--- src/bbc_pkg.sv ---
// ----------------------------------------------------------------------------
// bbc_pkg
// shared types and constants of the block buffer cache
// ----------------------------------------------------------------------------
package bbc_pkg;

  localparam int unsigned DefNumSlots = 32;

  localparam int unsigned ReqW    = 3;
  localparam int unsigned DevW    = 8;
  localparam int unsigned BlkW    = 32;
  localparam int unsigned SlotW   = 5;
  localparam int unsigned CountW  = 8;
  localparam int unsigned StatusW = 2;

  localparam int unsigned InDataW  = 48;
  localparam int unsigned OutDataW = 48;

  localparam logic [ReqW-1:0] ReqLookup     = 3'd0;
  localparam logic [ReqW-1:0] ReqFillDone   = 3'd1;
  localparam logic [ReqW-1:0] ReqFillFailed = 3'd2;
  localparam logic [ReqW-1:0] ReqRelease    = 3'd3;
  localparam logic [ReqW-1:0] ReqPin        = 3'd4;
  localparam logic [ReqW-1:0] ReqUnpin      = 3'd5;
  localparam logic [ReqW-1:0] ReqWbDone     = 3'd6;
  localparam logic [ReqW-1:0] ReqMarkDirty  = 3'd7;

  localparam logic [StatusW-1:0] StOk        = 2'd0;
  localparam logic [StatusW-1:0] StNoFree    = 2'd1;
  localparam logic [StatusW-1:0] StUnderflow = 2'd2;

  // controller to datapath
  typedef struct packed {
    logic load;    // capture request
    logic search;  // register tag and free search results
    logic apply;   // update state, form result
  } bbc_cmd_t;

  // datapath to controller
  typedef struct packed {
    logic is_lookup;
  } bbc_stat_t;

endpackage

--- src/bbc_ctrl.sv ---
// ----------------------------------------------------------------------------
// bbc_ctrl
// request sequencer: load, search, apply, present result
// ----------------------------------------------------------------------------
module bbc_ctrl (
  input  logic             clk_i,
  input  logic             rst_ni,
  input  logic             in_valid_i,
  output logic             in_ready_o,
  output logic             out_valid_o,
  input  logic             out_ready_i,
  output bbc_pkg::bbc_cmd_t cmd_o
);
  import bbc_pkg::*;

  typedef enum logic [1:0] {SIdle, SSearch, SApply, SOut} state_e;
  state_e state_q;

  assign in_ready_o  = (state_q == SIdle);
  assign out_valid_o = (state_q == SOut);

  always_comb begin
    cmd_o        = '0;
    cmd_o.load   = (state_q == SIdle) && in_valid_i;
    cmd_o.search = (state_q == SSearch);
    cmd_o.apply  = (state_q == SApply);
  end

  always_ff @(posedge clk_i or negedge rst_ni) begin
    if (!rst_ni) begin
      state_q <= SIdle;
    end else begin
      case (state_q)
        SIdle:   if (in_valid_i) state_q <= SSearch;
        SSearch: state_q <= SApply;
        SApply:  state_q <= SOut;
        SOut:    if (out_ready_i) state_q <= SIdle;
        default: state_q <= SIdle;
      endcase
    end
  end
endmodule

--- config.mk ---
export PLATFORM = sky130hd
export DESIGN_NAME = bbc_ctrl
export DESIGN_NICKNAME = d
export VERILOG_FILES = /design/src/bbc_pkg.sv /design/src/bbc_ctrl.sv
export SDC_FILE = /design/constraint.sdc
export NUM_CORES = 1
export LEC_CHECK = 0
export CAP_MARGIN = 10
export CORE_AREA = 2 2 39 41
export DETAILED_ROUTE_END_ITERATION = 16
export DIE_AREA = 0 0 41 43
export DONT_BUFFER_PORTS = 1
export MAX_ROUTING_LAYER = met4
export SKIP_LAST_GASP = 1
export SLEW_MARGIN = 15
export SYNTH_ARGS = -nofsm -noshare
export SYNTH_HDL_FRONTEND = slang
export SYNTH_SLANG_ARGS = --single-unit
--- constraint.sdc ---
create_clock -name clk_i -period 1.65 [get_ports clk_i]
set_input_delay 0.33 -clock clk_i [delete_from_list [all_inputs] [get_ports clk_i]]
set_output_delay 0.33 -clock clk_i [all_outputs]
set_load 0.03 [all_outputs]
Word-level counts from Yosys, hierarchy flattened --
Cells that the tools add are included.
Cells by class: muxes and demuxes 3, reductions and logical operators 3, equal/unequal tests 5
Operators with widths (count):
- 2-bit one-hot mux with 4 select lines | 1
- 2-bit equality test (second input constant) | 2
- 2-bit 2-to-1 mux | 2
- 2-bit by 1-bit equality test with 1-bit output (second input constant) | 1
- 2-bit logical NOT | 1
- 2-bit by 1-bit inequality test with 1-bit output (second input constant) | 1
- 2-bit inequality test (second input constant) | 1
- 2-bit AND reduction | 1
- 1-bit logical AND | 1
Word-level totals: bits of input ports 4, register bits after elaboration 2, word-level logic and storage cells 12

Depth between registers and ports, before layout --
depth in word-level cells 3, depth in mapped cells 4, mapped depth without buffers 4

Worst setup path after synthesis --
OpenSTA, ideal clock, no wires.
path kind register to output, start register state_q[0], end output cmd_o[2] (netlist name), data arrival time 1208 ps, path buffers 0, path slack 112 ps, cell stages (with the launch flop) 4, path through dfrtp_1 inv_1 ha_1 and2_1
RTL lines:
- start, declared | line bbc_ctrl.sv:17 | state_e state_q;
- start signal, assigned | line bbc_ctrl.sv:31 | state_q <= SIdle;
- start signal, assigned | line bbc_ctrl.sv:34 | SIdle: if (in_valid_i) state_q <= SSearch;
- start signal, assigned | line bbc_ctrl.sv:35 | SSearch: state_q <= SApply;
- end, declared | line bbc_ctrl.sv:12 | output bbc_pkg::bbc_cmd_t cmd_o

==> results.py <==
metrics = {
    "status": {
        "outcome": "complete, no violations",
    },
    "placed_design": {
        "port_buffers": 0,
        "gp_congestion": 0.582,
        "hpwl_um": 266,
    },
    "sta": {
        "finClkSkew_ns": 0.00124,
        "tightest_slew_ns": 0.346,
        "period_share_pct": 94.7,
        "setup_tns_ns": 0,
        "relSlewSlack_pct": 76.9,
        "max_freq_mhz": 640,
        "setup_viol": 0,
        "slew_viol_final": 0,
        "rsz0062_at_grt": "no",
        "hold_viol": 0,
        "min_period_ns": 1.56,
    },
    "clocking": {
        "cts_root_buf": "clkbuf_4",
        "numCtsBuffers": 3,
        "cts.sinks": 2,
        "tritoncts": "yes",
        "htree_num_levels": 1,
        "clk_latency_ns": 0.22,
        "clk_path_buf_depth": 2,
        "clk_pin_slew_worst_paths_ns": 0.03,
        "cts_setup_buffers": 0,
    },
    "layout": {
        "n_fill_cell": 159,
        "post-route-util_pct": 17.0,
        "synthToLayoutAreaGrowth_pct": 41.4,
        "drive_above_1_share_pct": 50.0,
        "largestRegisters": "state_q x2",
        "largest_register_ffs": 2,
        "multi_input_area_sq_um": 106,
        "layout.nets": 30,
        "diodes": 0,
        "regArea_sq_um": 50.0,
        "regMostFlops": "state_q",
    },
    "yosys": {
        "synth_fp_nets": 22,
        "ys.flop_type": "dfrtp_1",
        "synth_common_cells": "4 x ha_1, 3 x inv_1, 2 x dfrtp_1",
        "synth-adder-area-share_pct": 30.1,
        "syn_inst": 14,
        "synthXorXnorAreaFrac_pct": 0,
        "synth_top_family_by_area": "adder cells",
        "async_reset_ff_share_pct": 100,
        "synth_compound_area_share_pct": 12.0,
        "avgSynthCellArea_sq_um": 11.9,
        "synth_warnings": 0,
        "synth_most_common_cell": "ha_1",
        "synth_simple_gate_area_share_pct": 12.0,
        "yosysTopAreaCellShare_pct": 30.1,
        "ys_seq_area_share_pct": 30.1,
        "synth_cell_type_count": 8,
        "netlist_area_sq_um": 166,
        "ys_seq_elements": 2,
        "synthMuxAreaShare_pct": 9.02,
        "synth_largest_area_cell": "dfrtp_1",
        "synth.area.top_cells": "dfrtp_1 30%, ha_1 30%, mux2_4 9.0%",
        "synth_edf_count": 0,
    },
    "grt": {
        "grt_max_degree": 5,
        "grt_overflow": 0,
        "grt_pass1_wl_um": 531,
        "grt_usage_pct": 5.44,
        "grt_pass1_vias": 147,
        "antenna_found_initial": 0,
    },
    "setup_path": {
        "startpoint_type": "register",
        "cp.arrival_ns": 1.23,
        "critPathKind": "reg2out",
        "end_kind": "primary output",
        "required_ns": 1.32,
        "cp_max_fo": 4,
    },
    "route": {
        "wl_per_cell_um": 9.17,
        "first_pass_iters": 2,
        "drt_iter0_drc": 2,
        "ant_nets": 0,
        "vias": 119,
        "viasPerCell": 3.31,
        "drc": 0,
        "routed_wl_um": 330,
    },
    "power_and_ir_drop": {
        "peakVddDrop_uv": 290,
        "finalPower_uw": 588,
        "power_density_nw_per_um2": 2500,
        "p_leak_nw": 0.120,
    },
    "die": {
        "io_pins": 9,
        "core-area_sq_um": 1380,
        "initial_utilization_pct": 12.0,
        "die_x_um": 41,
        "placementRows": 14,
        "die_area_sq_um": 1760,
        "dieHeight_um": 43,
    },
    "flow_run": {
        "cap_violations": 0,
    },
    "worst_hold_path": {
        "hold_path_class": "in2async",
    },
}
==> cells by family after synthesis <==
group,count (synthesis)
and+or+nand+nor,2
AOI/OAI and AO/OA,2
muxes,1
DFF,2
buffers and inverters,3
adders and majority gates,4
==> final cells by class <==
cell class,count,area share [%]
clock buffers,3,9.57
repair buffers,3,10.6
flip-flops and latches,2,21.3
well taps,16,8.51
multi-input cells,9,45.2
inverters,3,4.79
==> metrics by stage <==
stage	setup slack, ns	instance area [sq um]	cells	hold slack [ns]
floorplan	0.112	166	14	0.0344
global placement	0.277	201	32	0.0345
detailed placement	0.249	201	32	0.0345
CTS	0.000283	234	36	0.334
global route	0.00217	235	36	0.342
finish	0.0882	235	36	0.342
==> worst max-delay path: stages (launching register included) <==
cell and delay [ns]:
dfrtp_1 0.40, inv_1 0.11, ha_1 0.23, and2_2 0.27
==> per-layer routing <==
metal | GRT usage (%) | vias to the layer above | share of wire [%]
li1 | - | 57 | -
met1 | 2.88 | 58 | 31
met2 | 8.13 | 4 | 60
met3 | 3.14 | 0 | 8.8
met4 | 8.00 | 0 | 0
met5 | - | - | 0
==> path summary, 6_finish.rpt <==
path                              from          to  cells after the start  slack, ns
min in group clk_i         out_ready_i  state_q[0]                      2       0.38
min                             rst_ni  state_q[1]                      1       0.34
max reg2reg                 state_q[0]  state_q[1]                      4       0.31
max in group asynchronous       rst_ni  state_q[0]                      1       1.18
max                         state_q[0]    cmd_o[2]                      3       0.09
min reg2reg                 state_q[0]  state_q[0]                      1       0.57
==> report_power, final <==
group	leakage, nW	switching, mW	internal [mW]
clock network	0.0138	0.0274	0.0802
registers	0.0235	0.0299	0.0777
logic	0.0830	0.212	0.161
==> repair_timing <==
item,4_1_cts,5_1_grt
hold endpoints to repair,2,0
resized for setup,0,1
hold buffers,1,0
setup endpoints to repair,0,1
==> cells in the final DEF, fill, tap and decap left out, drive strengths merged <==
cell,count
nor2b,1
clkbuf,3
dfrtp,2
o32a,1
inv,3
and2,1
a21oi,1
buf,2
mux2,1
ha,4
dlygate4sd3,1
No activity file was read; power rests on OpenSTA's default activity.
